$ cat src/rtl/core/hrhp_pkg.sv
// Shared types, character constants and helpers for the request head parser.
`default_nettype none

package hrhp_pkg;

  // Byte values that the parser reacts to.
  localparam logic [7:0] CH_TAB   = 8'h09;
  localparam logic [7:0] CH_LF    = 8'h0A;
  localparam logic [7:0] CH_VT    = 8'h0B;
  localparam logic [7:0] CH_FF    = 8'h0C;
  localparam logic [7:0] CH_CR    = 8'h0D;
  localparam logic [7:0] CH_SP    = 8'h20;
  localparam logic [7:0] CH_PLUS  = 8'h2B;
  localparam logic [7:0] CH_MINUS = 8'h2D;
  localparam logic [7:0] CH_ZERO  = 8'h30;
  localparam logic [7:0] CH_NINE  = 8'h39;
  localparam logic [7:0] CH_COLON = 8'h3A;
  localparam logic [7:0] CH_UP_A  = 8'h41;
  localparam logic [7:0] CH_UP_Z  = 8'h5A;
  localparam logic [7:0] CASE_OFS = 8'h20;

  // Last three head bytes that, followed by LF, end the head.
  localparam logic [23:0] HEAD_END_TAIL = 24'h0D0A0D;

  // Method names as they appear in the shift register of method characters.
  localparam logic [47:0] TXT_GET    = 48'h0000_0047_4554;
  localparam logic [47:0] TXT_POST   = 48'h0000_504F_5354;
  localparam logic [47:0] TXT_DELETE = 48'h4445_4C45_5445;
  localparam logic [47:0] TXT_PUT    = 48'h0000_0050_5554;
  localparam logic [2:0]  LEN_GET    = 3'd3;
  localparam logic [2:0]  LEN_POST   = 3'd4;
  localparam logic [2:0]  LEN_DELETE = 3'd6;
  localparam logic [2:0]  LEN_PUT    = 3'd3;
  localparam logic [2:0]  METHOD_CHARS_MAX = 3'd7;

  // Length of the header key "content-length".
  localparam logic [3:0] KEY_LEN      = 4'd14;
  localparam logic [3:0] KEY_POS_MAX  = 4'd15;

  typedef enum logic [2:0] {
    ROLE_METHOD  = 3'd0,
    ROLE_PATH    = 3'd1,
    ROLE_HEAD    = 3'd2,
    ROLE_BODY    = 3'd3,
    ROLE_IGNORED = 3'd4
  } role_t;

  typedef enum logic [1:0] {
    ST_OK         = 2'd0,
    ST_BAD_LENGTH = 2'd1,
    ST_BAD_METHOD = 2'd2,
    ST_NO_PATH    = 2'd3
  } status_t;

  typedef enum logic [1:0] {
    M_GET    = 2'd0,
    M_POST   = 2'd1,
    M_DELETE = 2'd2,
    M_PUT    = 2'd3
  } method_t;

  // One incoming byte of the request stream.
  typedef struct packed {
    logic [7:0] data_byte;
    logic       first_byte;
  } in_t;

  // One tagged byte.
  typedef struct packed {
    logic [7:0]  echo_byte;
    logic [2:0]  byte_role;
    logic        head_complete;
    logic [31:0] content_length;
    logic        request_done;
    logic [1:0]  status;
    logic [1:0]  method_code;
  } out_t;

  // Content-Length status handed from the length scanner to the top level.
  typedef struct packed {
    logic found;
    logic error;
  } len_info_t;

  // Final verdict on method and path.
  typedef struct packed {
    status_t status;
    method_t method;
  } verdict_t;

  // Lower-case header key, one character per position.
  function automatic logic [7:0] key_char(input logic [3:0] pos);
    logic [7:0] c;
    unique case (pos)
      4'd0:    c = 8'h63; // c
      4'd1:    c = 8'h6F; // o
      4'd2:    c = 8'h6E; // n
      4'd3:    c = 8'h74; // t
      4'd4:    c = 8'h65; // e
      4'd5:    c = 8'h6E; // n
      4'd6:    c = 8'h74; // t
      4'd7:    c = 8'h2D; // -
      4'd8:    c = 8'h6C; // l
      4'd9:    c = 8'h65; // e
      4'd10:   c = 8'h6E; // n
      4'd11:   c = 8'h67; // g
      4'd12:   c = 8'h74; // t
      4'd13:   c = 8'h68; // h
      default: c = 8'h00;
    endcase
    return c;
  endfunction

  // Status and method code at the end of a request.
  function automatic verdict_t final_verdict(input logic [47:0] chars,
                                             input logic [2:0] count,
                                             input logic closed);
    verdict_t v;
    logic     known;
    method_t  m;
    known = 1'b1;
    m     = M_GET;
    priority if (count == LEN_GET && chars == TXT_GET) begin
      m = M_GET;
    end else if (count == LEN_POST && chars == TXT_POST) begin
      m = M_POST;
    end else if (count == LEN_DELETE && chars == TXT_DELETE) begin
      m = M_DELETE;
    end else if (count == LEN_PUT && chars == TXT_PUT) begin
      m = M_PUT;
    end else begin
      known = 1'b0;
    end
    if (!known) begin
      v.status = ST_BAD_METHOD;
      v.method = M_GET;
    end else if (!closed) begin
      v.status = ST_NO_PATH;
      v.method = M_GET;
    end else begin
      v.status = ST_OK;
      v.method = m;
    end
    return v;
  endfunction

endpackage

`default_nettype wire

$ cat src/rtl/core/hrhp_length_scan.sv
// Content-Length header search and value decoding, one head byte per cycle while accept is high.
`default_nettype none

module hrhp_length_scan #(
  parameter int LENGTH_WIDTH     = 32,
  parameter int VALUE_CHAR_LIMIT = 31
) (
  input  logic                      clk,
  input  logic                      rst,
  input  logic                      accept,
  input  logic                      clear,
  input  logic                      active,
  input  logic [7:0]                data_byte,
  output hrhp_pkg::len_info_t       len_info,
  output logic [LENGTH_WIDTH-1:0]   len_value
);
  import hrhp_pkg::*;

  localparam int CW = $clog2(VALUE_CHAR_LIMIT + 1);
  localparam logic [CW-1:0] CHAR_LIMIT = CW'(VALUE_CHAR_LIMIT);
  localparam logic [LENGTH_WIDTH-1:0] LEN_MAX = {LENGTH_WIDTH{1'b1}};

  // Value stages: key, skip line, skip blanks, whitespace, sign, digits, settled.
  typedef enum logic [2:0] {
    VS_KEY    = 3'd0,
    VS_SKIP   = 3'd1,
    VS_BLANKS = 3'd2,
    VS_SPACE  = 3'd3,
    VS_SIGN   = 3'd4,
    VS_DIGITS = 3'd5,
    VS_SETTLE = 3'd6
  } vstage_t;

  vstage_t                 stage, stage_next, cur_stage;
  logic [3:0]              key_pos, key_pos_next, cur_key_pos;
  logic                    key_match, key_match_next, cur_key_match;
  logic [CW-1:0]           char_cnt, char_cnt_next, cur_char_cnt;
  logic [LENGTH_WIDTH-1:0] acc, acc_next, cur_acc;
  logic                    fl_found, fl_found_next, cur_found;
  logic                    fl_error, fl_error_next, cur_error;
  logic                    fl_neg, fl_neg_next, cur_neg;

  logic [7:0]              lc;
  logic                    is_digit;
  logic [3:0]              digit;
  logic [LENGTH_WIDTH+3:0] product;

  // A first byte starts from the cleared state.
  always_comb begin
    cur_stage     = clear ? VS_KEY : stage;
    cur_key_pos   = clear ? '0 : key_pos;
    cur_key_match = clear ? 1'b1 : key_match;
    cur_char_cnt  = clear ? '0 : char_cnt;
    cur_acc       = clear ? '0 : acc;
    cur_found     = clear ? 1'b0 : fl_found;
    cur_error     = clear ? 1'b0 : fl_error;
    cur_neg       = clear ? 1'b0 : fl_neg;
  end

  // Byte classification and one decimal step.
  always_comb begin
    lc = (data_byte >= CH_UP_A && data_byte <= CH_UP_Z) ? data_byte + CASE_OFS : data_byte;
    is_digit = (data_byte >= CH_ZERO) && (data_byte <= CH_NINE);
    digit    = 4'(data_byte - CH_ZERO);
    product  = ({4'b0, cur_acc} << 3) + ({4'b0, cur_acc} << 1)
             + (LENGTH_WIDTH + 4)'(digit);
  end

  // Header line state machine for the key and its value.
  always_comb begin
    logic cont;
    cont           = 1'b1;
    stage_next     = cur_stage;
    key_pos_next   = cur_key_pos;
    key_match_next = cur_key_match;
    char_cnt_next  = cur_char_cnt;
    acc_next       = cur_acc;
    fl_found_next  = cur_found;
    fl_error_next  = cur_error;
    fl_neg_next    = cur_neg;

    if (active) begin
      if (cur_stage == VS_KEY) begin
        if (data_byte == CH_LF) begin
          key_pos_next   = '0;
          key_match_next = 1'b1;
        end else if (data_byte == CH_COLON) begin
          if (cur_key_match && cur_key_pos == KEY_LEN) begin
            stage_next    = VS_BLANKS;
            fl_found_next = 1'b1;
            acc_next      = '0;
            char_cnt_next = '0;
          end else begin
            stage_next = VS_SKIP;
          end
        end else begin
          if (cur_key_pos >= KEY_LEN || lc != key_char(cur_key_pos)) begin
            key_match_next = 1'b0;
          end
          if (cur_key_pos < KEY_POS_MAX) begin
            key_pos_next = cur_key_pos + 4'd1;
          end
        end
      end else if (cur_stage == VS_SKIP) begin
        if (data_byte == CH_LF) begin
          stage_next     = VS_KEY;
          key_pos_next   = '0;
          key_match_next = 1'b1;
        end
      end else if (cur_stage != VS_SETTLE) begin
        // Value parsing; LF, a stray byte or reaching the character limit settles the value.
        if (data_byte == CH_LF) begin
          cont = 1'b0;
          if (cur_stage != VS_DIGITS || (cur_neg && cur_acc != '0)) begin
            fl_error_next = 1'b1;
          end
          stage_next = VS_SETTLE;
        end else if (cur_stage == VS_BLANKS) begin
          if (data_byte == CH_SP || data_byte == CH_TAB) begin
            cont = 1'b0;
          end else begin
            stage_next = VS_SPACE;
          end
        end
        if (cont) begin
          if (cur_char_cnt >= CHAR_LIMIT) begin
            cont = 1'b0;
            if (stage_next != VS_DIGITS || (cur_neg && cur_acc != '0)) begin
              fl_error_next = 1'b1;
            end
            stage_next = VS_SETTLE;
          end else begin
            char_cnt_next = cur_char_cnt + CW'(1);
          end
        end
        if (cont && stage_next == VS_SPACE) begin
          if (data_byte == CH_SP || data_byte == CH_TAB || data_byte == CH_CR ||
              data_byte == CH_VT || data_byte == CH_FF) begin
            cont = 1'b0;
          end else if (data_byte == CH_PLUS) begin
            cont       = 1'b0;
            stage_next = VS_SIGN;
          end else if (data_byte == CH_MINUS) begin
            cont        = 1'b0;
            fl_neg_next = 1'b1;
            stage_next  = VS_SIGN;
          end else begin
            stage_next = VS_SIGN;
          end
        end
        if (cont) begin
          if (is_digit) begin
            if (stage_next == VS_SIGN) begin
              acc_next   = LENGTH_WIDTH'(digit);
              stage_next = VS_DIGITS;
            end else if (product[LENGTH_WIDTH+3:LENGTH_WIDTH] != 4'd0) begin
              acc_next = LEN_MAX;
            end else begin
              acc_next = product[LENGTH_WIDTH-1:0];
            end
          end else begin
            if (stage_next != VS_DIGITS || (cur_neg && cur_acc != '0)) begin
              fl_error_next = 1'b1;
            end
            stage_next = VS_SETTLE;
          end
        end
      end
    end
  end

  // Results reflect this byte.
  always_comb begin
    len_info.found = fl_found_next;
    len_info.error = fl_error_next;
    len_value      = (fl_found_next && !fl_error_next) ? acc_next : '0;
  end

  // Scanner registers.
  always_ff @(posedge clk) begin
    if (rst) begin
      stage     <= VS_KEY;
      key_pos   <= '0;
      key_match <= 1'b1;
      char_cnt  <= '0;
      acc       <= '0;
      fl_found  <= 1'b0;
      fl_error  <= 1'b0;
      fl_neg    <= 1'b0;
    end else if (accept) begin
      stage     <= stage_next;
      key_pos   <= key_pos_next;
      key_match <= key_match_next;
      char_cnt  <= char_cnt_next;
      acc       <= acc_next;
      fl_found  <= fl_found_next;
      fl_error  <= fl_error_next;
      fl_neg    <= fl_neg_next;
    end
  end

endmodule

`default_nettype wire

$ cat src/rtl/core/http_request_head_parser.sv
// Top level of the request head parser: byte tagging, head end, body count.
// The tagged result of each accepted byte is held in the result register.
// Throughput: one byte per cycle; the result register decouples the two sides,
// so a new byte is taken whenever the result is empty or is being taken.
// The input stalls only while a result waits and the output is stalled.
// Reset clears parser state and the result valid; first_byte clears the state too.
`default_nettype none

module http_request_head_parser #(
  parameter int LENGTH_WIDTH     = 32,
  parameter int VALUE_CHAR_LIMIT = 31
) (
  input  logic           clk,
  input  logic           rst,
  input  logic           byte_valid,
  output logic           byte_stall,
  input  hrhp_pkg::in_t  byte_data,
  output logic           tag_valid,
  input  logic           tag_stall,
  output hrhp_pkg::out_t tag_data
);
  import hrhp_pkg::*;

  typedef enum logic [2:0] {
    PH_METHOD,
    PH_PATH,
    PH_HEAD,
    PH_BODY,
    PH_DONE
  } phase_t;

  phase_t                  phase, phase_next, cur_phase;
  logic [47:0]             method_chars, method_chars_next, cur_chars;
  logic [2:0]              method_count, method_count_next, cur_count;
  logic                    path_closed, path_closed_next, cur_closed;
  logic [23:0]             recent_bytes, recent_bytes_next, cur_recent;
  logic [LENGTH_WIDTH-1:0] body_remaining, body_remaining_next, cur_remaining;

  logic                    accept;
  logic                    active;
  logic [7:0]              b;
  len_info_t               len_info;
  logic [LENGTH_WIDTH-1:0] len_value;
  logic [31:0]             len_low;
  out_t                    res;
  verdict_t                verdict;

  // Handshake: the result register holds until taken.
  assign byte_stall = tag_valid & tag_stall;
  assign accept     = byte_valid & ~byte_stall;
  assign b          = byte_data.data_byte;

  // A first byte starts from the cleared state.
  always_comb begin
    cur_phase     = byte_data.first_byte ? PH_METHOD : phase;
    cur_chars     = byte_data.first_byte ? '0 : method_chars;
    cur_count     = byte_data.first_byte ? '0 : method_count;
    cur_closed    = byte_data.first_byte ? 1'b0 : path_closed;
    cur_recent    = byte_data.first_byte ? '0 : recent_bytes;
    cur_remaining = byte_data.first_byte ? '0 : body_remaining;
  end

  assign active = (cur_phase == PH_METHOD) || (cur_phase == PH_PATH) ||
                  (cur_phase == PH_HEAD);

  hrhp_length_scan #(
    .LENGTH_WIDTH     (LENGTH_WIDTH),
    .VALUE_CHAR_LIMIT (VALUE_CHAR_LIMIT)
  ) u_length_scan (
    .clk       (clk),
    .rst       (rst),
    .accept    (accept),
    .clear     (byte_data.first_byte),
    .active    (active),
    .data_byte (b),
    .len_info  (len_info),
    .len_value (len_value)
  );

  // Low 32 bits of the length for the output field, zero-extended if the length is narrower.
  generate
    if (LENGTH_WIDTH >= 32) begin : g_len_cut
      assign len_low = len_value[31:0];
    end else begin : g_len_ext
      assign len_low = {{(32 - LENGTH_WIDTH){1'b0}}, len_value};
    end
  endgenerate

  // Per-byte phase logic and result.
  always_comb begin
    phase_next          = cur_phase;
    method_chars_next   = cur_chars;
    method_count_next   = cur_count;
    path_closed_next    = cur_closed;
    recent_bytes_next   = cur_recent;
    body_remaining_next = cur_remaining;
    verdict             = final_verdict(cur_chars, cur_count, cur_closed);
    res.echo_byte       = b;
    res.byte_role       = ROLE_IGNORED;
    res.head_complete   = 1'b0;
    res.request_done    = 1'b0;
    res.status          = ST_OK;
    res.method_code     = M_GET;
    res.content_length  = '0;

    unique case (cur_phase)
      PH_METHOD, PH_PATH, PH_HEAD: begin
        if (cur_phase == PH_METHOD) begin
          if (b == CH_SP) begin
            res.byte_role = ROLE_HEAD;
            phase_next    = PH_PATH;
          end else begin
            res.byte_role = ROLE_METHOD;
            if (cur_count < METHOD_CHARS_MAX) begin
              method_chars_next = {cur_chars[39:0], b};
              method_count_next = cur_count + 3'd1;
            end
          end
        end else if (cur_phase == PH_PATH) begin
          if (b == CH_SP) begin
            res.byte_role    = ROLE_HEAD;
            path_closed_next = 1'b1;
            phase_next       = PH_HEAD;
          end else begin
            res.byte_role = ROLE_PATH;
          end
        end else begin
          res.byte_role = ROLE_HEAD;
        end
        // The verdict sees the method and path as updated by this byte.
        verdict = final_verdict(method_chars_next, method_count_next, path_closed_next);
        // End of head: abort, finish at once, or start counting the body.
        if (b == CH_LF && cur_recent == HEAD_END_TAIL) begin
          res.head_complete = 1'b1;
          if (len_info.found && len_info.error) begin
            res.request_done = 1'b1;
            res.status       = ST_BAD_LENGTH;
            phase_next       = PH_DONE;
          end else if (len_value == '0) begin
            res.request_done = 1'b1;
            res.status       = verdict.status;
            res.method_code  = verdict.method;
            phase_next       = PH_DONE;
          end else begin
            body_remaining_next = len_value;
            phase_next          = PH_BODY;
          end
        end
        recent_bytes_next = {cur_recent[15:0], b};
      end
      PH_BODY: begin
        res.byte_role = ROLE_BODY;
        if (cur_remaining != '0) begin
          body_remaining_next = cur_remaining - LENGTH_WIDTH'(1);
        end
        if (body_remaining_next == '0) begin
          res.request_done = 1'b1;
          res.status       = verdict.status;
          res.method_code  = verdict.method;
          phase_next       = PH_DONE;
        end
      end
      PH_DONE: begin
        res.byte_role = ROLE_IGNORED;
      end
      default: begin
        res.byte_role = ROLE_IGNORED;
      end
    endcase

    if (phase_next == PH_BODY || phase_next == PH_DONE) begin
      res.content_length = len_low;
    end
  end

  // Parser state and the result register.
  always_ff @(posedge clk) begin
    if (rst) begin
      phase          <= PH_METHOD;
      method_chars   <= '0;
      method_count   <= '0;
      path_closed    <= 1'b0;
      recent_bytes   <= '0;
      body_remaining <= '0;
      tag_valid      <= 1'b0;
    end else begin
      if (accept) begin
        phase          <= phase_next;
        method_chars   <= method_chars_next;
        method_count   <= method_count_next;
        path_closed    <= path_closed_next;
        recent_bytes   <= recent_bytes_next;
        body_remaining <= body_remaining_next;
        tag_data       <= res;
      end
      tag_valid <= accept | (tag_valid & tag_stall);
    end
  end

  // The head only ends on a line feed.
  assert property (@(posedge clk) disable iff (rst)
    tag_valid && tag_data.head_complete |-> tag_data.echo_byte == CH_LF)
    else $error("head_complete on a byte other than LF");

  // A failed request carries no method code.
  assert property (@(posedge clk) disable iff (rst)
    tag_valid && tag_data.request_done && tag_data.status != ST_OK
    |-> tag_data.method_code == M_GET)
    else $error("method code set on a failed request");

  // Ignored bytes neither end the head nor the request.
  assert property (@(posedge clk) disable iff (rst)
    tag_valid && tag_data.byte_role == ROLE_IGNORED
    |-> !tag_data.request_done && !tag_data.head_complete)
    else $error("ignored byte flagged as done or head end");

  // Once done, only a first byte leaves the done phase.
  assert property (@(posedge clk) disable iff (rst)
    accept && phase == PH_DONE && !byte_data.first_byte |=> phase == PH_DONE)
    else $error("left done phase without a first byte");

  // A body byte is only tagged while a body count is pending.
  assert property (@(posedge clk) disable iff (rst)
    accept && phase == PH_BODY && !byte_data.first_byte |-> body_remaining != '0)
    else $error("body phase with no remaining count");

endmodule

`default_nettype wire
$ cat config.mk
export PLATFORM = sky130hd
export DESIGN_NAME = http_request_head_parser
export DESIGN_NICKNAME = d
export VERILOG_FILES = /design/src/rtl/core/hrhp_pkg.sv /design/src/rtl/core/hrhp_length_scan.sv /design/src/rtl/core/http_request_head_parser.sv
export SDC_FILE = /design/constraint.sdc
export NUM_CORES = 1
export LEC_CHECK = 0
export BUFFER_PORTS_ARGS = -buffer_cell sky130_fd_sc_hd__buf_2
export CAP_MARGIN = 20
export CORE_MARGIN = 2
export CORE_UTILIZATION = 62
export DETAILED_ROUTE_END_ITERATION = 8
export PLACE_DENSITY = 0.8
export REMOVE_ABC_BUFFERS = 1
export SYNTH_ARGS = -nofsm -noshare
export SYNTH_HDL_FRONTEND = slang
export SYNTH_SLANG_ARGS = --single-unit
$ cat constraint.sdc
create_clock -name clk -period 12.6 [get_ports clk]
set_input_delay 1.26 -clock clk [delete_from_list [all_inputs] [get_ports clk]]
set_output_delay 1.26 -clock clk [all_outputs]
set_load 0.02 [all_outputs]
* Yosys cells after proc, flatten, opt, wreduce, memory -nomap -nowiden
Memories as Yosys holds them, arrays and structs flattened. Index checks and enable logic that the tools add are counted.
Storage, ports and cells: register bits 209, input port bits 13, memories kept 1, memory bits (read-only) 112, logic and storage cells 314
Operators by class: mux-type cells 194, add/subtract/negate cells 8, order comparisons 8, equal/unequal tests 39, bitwise gates (word level) 5, reduce and logical (&&, ||, !) cells 37
Memories:
- (name not given) | depth 16, bits a word 7, rd ports 1, clocked after Yosys merged registers in 0, write ports 0, line hrhp_pkg.sv:94 | unique case (pos)
Operators by type and width (count):
- 2-to-1 mux 32 bit | 19
- 2-to-1 mux 48 bit | 6
- == test 48 x 23 -> 1 bit (second input constant) | 4
- 2-to-1 mux 3 bit | 48
- == test 48 x 31 -> 1 bit (second input constant) | 2
- == test 48 x 47 -> 1 bit (second input constant) | 2
- 2-to-1 mux 1 bit | 73
- 2-to-1 mux 5 bit | 13
- logical NOT 32 bit | 2
- one-hot mux 32 bit (2 select lines) | 1
- nonzero test 32 bit | 2
- 2-to-1 mux 24 bit | 2
- 2-to-1 mux 4 bit | 12
- == test 8 x 4 -> 1 bit (second input constant) | 5
- 2-to-1 mux 8 bit | 5
- adder 35 x 33 -> 36 bit | 1
- adder 36 x 4 -> 36 bit | 1
- == test 8 x 6 -> 1 bit (second input constant) | 4
- subtractor 32 x 1 -> 32 bit (second input constant) | 1
- == test 24 x 20 -> 1 bit (second input constant) | 1
- 2-to-1 mux 2 bit | 12
- == test 3 x 2 -> 1 bit (second input constant) | 7
- == test 3 bit (second input constant) | 6
- logical AND 1 bit | 16
- other kinds (28) | 46

* Depth between registers and ports, before layout
word-level depth 41, mapped depth 34, mapped depth without buffers 21

* By module
A second synthesis with hierarchy kept.
Unflattened totals: cells, all modules 1897, area total of the unflattened synthesis 15030.7 sq um
Modules (own cells, without submodules):
- http_request_head_parser | seq. area each 3713.6 sq um, area each 8886.0 sq um, cells an instance 1071, times used 1
- hrhp_length_scan | seq. area each 960.9 sq um, area each 6144.6 sq um, cells an instance 826, times used 1

* Worst setup path before layout
Ideal clock, no wire load.
path type input -> register, from input port byte_data[0] (netlist name), to register tag_data[35] (netlist name), data pin, stages 31, required time 12.334 ns, buffers on the path 14, library setup time 0.266 ns, arrival time 8.624 ns, slack 3.711 ns, path through clkbuf_1 > clkbuf_1 > buf_1 > buf_1 > clkbuf_1 > buf_2 > clkbuf_1 > buf_1 > clkbuf_1 > clkbuf_1 > buf_1 > nor2b_1 > ha_1 > ha_1 > nand2_2 > or3_4 > or4_4 > or3_4 > o2bb2ai_4 > o31ai_1 > a211oi_4 > buf_6 > nand2_1 > a211o_1 > nor4_4 > and3_1 > buf_4 > a211oi_1 > a41oi_2 > buf_6 > nor2_1
Between the ends: longest elaborated chain between the ends 40, elaborated cells on any way between the ends 130, those cells by class add/sub (3); order compare (1); eq/ne (15); mux (90); reduce/logical (21)
Ends and longest elaborated chain:
- start: declaration | line http_request_head_parser.sv:17 | input hrhp_pkg::in_t byte_data,
- 2-to-1 mux 3 bit | line hrhp_length_scan.sv:50 | cur_stage = clear ? VS_KEY : stage;
- == test 3 x 2 -> 1 bit / 2-to-1 mux 3 bit (equally long branches) | line hrhp_length_scan.sv:118, hrhp_length_scan.sv:119
- 2-to-1 mux 3 bit | line hrhp_length_scan.sv:118 | end else if (cur_stage == VS_BLANKS) begin
- 2-to-1 mux 3 bit | line hrhp_length_scan.sv:112 | if (data_byte == CH_LF) begin
- 2-to-1 mux 3 bit | line hrhp_length_scan.sv:110 | end else if (cur_stage != VS_SETTLE) begin
- 2-to-1 mux 3 bit | line hrhp_length_scan.sv:104 | end else if (cur_stage == VS_SKIP) begin
- 2-to-1 mux 3 bit | line hrhp_length_scan.sv:83 | if (cur_stage == VS_KEY) begin
- 2-to-1 mux 3 bit | line hrhp_length_scan.sv:82 | if (active) begin
- [... 24 more ...]
- 2-to-1 mux 32 bit | line hrhp_length_scan.sv:176 | len_value = (fl_found_next && !fl_error_next) ? acc_next : '0;
- logical NOT 32 bit | line http_request_head_parser.sv:139 | end else if (len_value == '0) begin
- 2-to-1 mux 3 bit | line http_request_head_parser.sv:139
- 2-to-1 mux 3 bit | line http_request_head_parser.sv:135 | if (len_info.found && len_info.error) begin
- 2-to-1 mux 3 bit | line http_request_head_parser.sv:133 | if (b == CH_LF && cur_recent == HEAD_END_TAIL) begin
- one-hot mux 3 bit (2 select lines) | line http_request_head_parser.sv:106 | unique case (cur_phase)
- == test 3 x 2 -> 1 bit / == test 3 bit (equally long branches) | line http_request_head_parser.sv:171 | if (phase_next == PH_BODY || phase_next == PH_DONE) begin
- logical OR 1 bit | line http_request_head_parser.sv:171
- end signal: assignment | line http_request_head_parser.sv:194 | tag_data <= res;
- end: declaration | line http_request_head_parser.sv:20 | output hrhp_pkg::out_t tag_data
Parallel ways exist; a longest one is shown, timed or not. The select of a mux whose other input is x is not followed. A chain may end at the register's enable or synchronous reset.

* Worst setup path after layout
from input port byte_data[0] (netlist name), to register tag_data[13] (netlist name), data pin
The elaborated chain is that of the path after synthesis.

==> results.yml <==
floorplan:
  num_io_pins: 64
  rows: 58
  initial_utilization: 0.630
  die_h_um: 164
  core_region_area_mm2: 0.0251
  dieArea_mm2: 0.0268
  fp.dieW_um: 164
synth:
  ys_async_sr_fraction: 0
  synth_area_mm2: 0.0158
  ys_seq_elements: 209
  synth-xor-area-share: 0.0266
  avgSynthCellArea_um2: 7.60
  muxShareOfSynthArea: 0.00744
  synth_top_family_by_area: "simple AND/OR/NAND/NOR gates"
  synthCells: 2082
  synth.distinct_cells: 115
  ys.flop_type: "dfxtp_1"
  yosys_warnings: 0
  seq_area_frac_synth: 0.296
  synth_edf_count: 49
  yosys.area_share.adder: 0.0636
  synth-simple-area-share: 0.291
  synth_compound_area_frac: 0.270
worst_setup_path:
  critPathTopFamily: "compound AO/OA/AOI/OAI gates"
  crit_type: "input port to register"
  reg2reg_from: "u_length_scan.acc[0]"
  critPathRequiredTime_ns: 12.83
  crit_chain: "buf_4, inv_2, buf_4, nand2_1, inv_1, ha_1, ha_1, nand2_2, or3_4, or4_4, or3_4, o2bb2ai_4, o31a_2, o211ai_2, buf_4, a21oi_1, nand4_1, o31ai_4, and3_1, a211oi_1, a41oi_2, nor2b_1"
  cp_slowest_cell: "a41oi_2"
  start_kind: "input port"
  cp_common_cell: "buf_4"
  cp-end-kind: "register"
  cp.arrival_ns: 8.78
  slowest_delay_ns: 0.80
  crit_fanout: 51
  crit_start: "byte_data[0]"
  crit_buf_inv: 5
cts:
  cts_sinks: 209
  postCtsResizedCells: 0
  clock_latency_ns: 0.55
  cts.htree.levels: 1
  clock_path_buffers: 3
  cts_hold_buf: 0
  cts_setup_buffers: 0
  root_buffer: "clkbuf_16"
  clk_pin_slew_ns: 0.07
  cts_tree: "yes"
  cts_inserted_buffers: 24
place:
  gp_congestion: 1.05
  dp_hpwl_um: 41500
  placed_cells: 2368
  port_buffers: 63
  place_ws_ns: 3.83
  placed_cell_area_mm2: 0.0162
sta:
  post-route-min-period_ns: 8.54
  setup_violations: 0
  maxSlewViolCount: 0
  finalSetupTns_ns: 0
  timing.final.crit_share: 0.678
  finalClockSkew_ns: 0.0356
  tightest_slew_ns: 1.13
  hold_ws_ns: 0.449
  hold_viol: 0
  fin_ws_ns: 4.06
  relSlewSlack: 0.241
  fmax_mhz: 117
  rsz0062_at_grt: "false"
power_and_ir_drop:
  leakage_nw: 6.21
  power_density_mw_per_mm2: 98.0
  vdd_drop_max_v: 0.000148
finish:
  mostFrequentLayoutCell: "nor2_1"
  antenna_cells: 0
  nets: 2157
  multi_input_area_mm2: 0.0104
  regArea_mm2: 0.00467
  area_delta_synth_final_pct: 7.17
  drive_gt1_frac: 0.104
  fillers: 2155
  final_cell_mix: "nor2_1 (266), nand2_1 (247), a21oi_1 (185)"
  stdcell_count: 2413
  fin_area_mm2: 0.0170
drt:
  final_antenna_net_count: 0
  drt_iter0_markers: 2533
  vias_per_cell: 7.06
  first_pass_iters: 7
  totalWireLength_um: 57300
  vias: 17028
  drc: 0
  wl_per_cell_um: 23.8
min_path:
  hp-class: "register to register"
  min_from: "recent_bytes[18]"
grt:
  grt_pass1_wl_um: 88100
  grt_max_degree: 74
  antenna_found_initial: 0
  grt_overflow: 0
  grt_pass1_vias: 15571
  track_usage: 0.420
outcome:
  run_status: "finished, final reports clean"
job:
  max-cap-violations: 0
==> worst paths after layout <==
path         depth (start not counted)  slack, ns          endpoint
max                                 22       4.06      tag_data[13]
min                                  2       0.45  recent_bytes[18]
max reg2reg                         20       5.21      tag_data[13]
min reg2reg                          2       0.45  recent_bytes[18]
==> area by class of cell <==
class                           count  area share
Inverter                           44     0.00974
Sequential cell                   209       0.276
Timing Repair Buffer               86      0.0298
Clock inverter                     16     0.00731
Multi-Input combinational cell   1700       0.615
Clock buffer                       28      0.0382
Tap cell                          330      0.0244
==> Yosys cell counts (13+ instances only) <==
cell type	instances	area [µm²]
ha_1	78	976
and2_1	13	81.3
nor4_1	41	257
nor2_2	15	93.8
a31oi_1	24	150
nor2_1	268	1010
and3_1	15	93.8
a21oi_1	185	926
o21ai_0	132	661
o211ai_1	23	173
a22oi_1	65	488
nor2b_1	50	313
nor3_1	72	360
nand4_1	24	150
edfxtp_1	49	1470
nand3_1	56	280
clkbuf_1	99	372
or3_1	20	125
a21o_1	18	135
or4_1	13	97.6
xnor2_1	36	315
a211oi_1	30	225
dfxtp_1	160	3200
nand2_1	247	927
inv_1	41	154
==> cell families after synthesis <==
family	after synthesis
AND/OR/NAND/NOR	924
AO/OA/AOI/OAI	637
flip-flops	209
buffers and inverters	173
adder cells (fa/ha/maj)	80
XOR/XNOR	48
multiplexers	11
==> worst reg2reg max path: stages (launching register included) <==
cell       delay (ns)
dfxtp_1          0.37
nor2b_1          0.54
xor2_1           0.14
ha_1             0.33
inv_1            0.06
fa_1             0.45
nor2b_1          0.21
o2111ai_1        0.17
a211oi_1         0.51
o211ai_1         0.20
a2111o_1         0.46
nand2_1          0.12
o211ai_2         0.28
buf_4            0.35
a21oi_1          0.73
nand4_1          0.26
o31ai_4          0.39
and3_1           0.44
a211oi_1         0.15
a41oi_2          0.81
nor2b_1          0.14
==> where the power goes <==
part	leakage (nW)	total [mW]	switching, mW	internal (mW)
Clock	0.378	0.692	0.316	0.376
Sequential	1.74	0.718	0.0154	0.702
Combinational	4.08	0.252	0.179	0.0730
==> flip-flops by register name, indices dropped and copies added (netlist names), 3 cells and up <==
name	count
tag_data	49
method_chars	48
body_remaining	32
u_length_scan.acc	32
recent_bytes	24
u_length_scan.char_cnt	5
u_length_scan.key_pos	4
method_count	3
phase	3
u_length_scan.stage	3
==> per-layer routing <==
metal,vias to the layer above,GRT usage,wire length (µm),share of wire
li1,7686,-,-,-
met2,1143,0.650,24800,0.43
met4,0,0.189,3220,0.056
met3,233,0.0967,6500,0.11
met5,-,0,0,0
met1,7966,0.559,22800,0.40
==> through the flow <==
stage / util / power (mW)
2_1_floorplan: - / 0.875
3_3_place_gp: 0.644 / 0.968
3_5_place_dp: 0.644 / 0.971
4_1_cts: 0.674 / 1.65
5_1_grt: 0.675 / 1.70
6_report: 0.675 / 1.66
No activity file was read; power rests on OpenSTA's default activity.
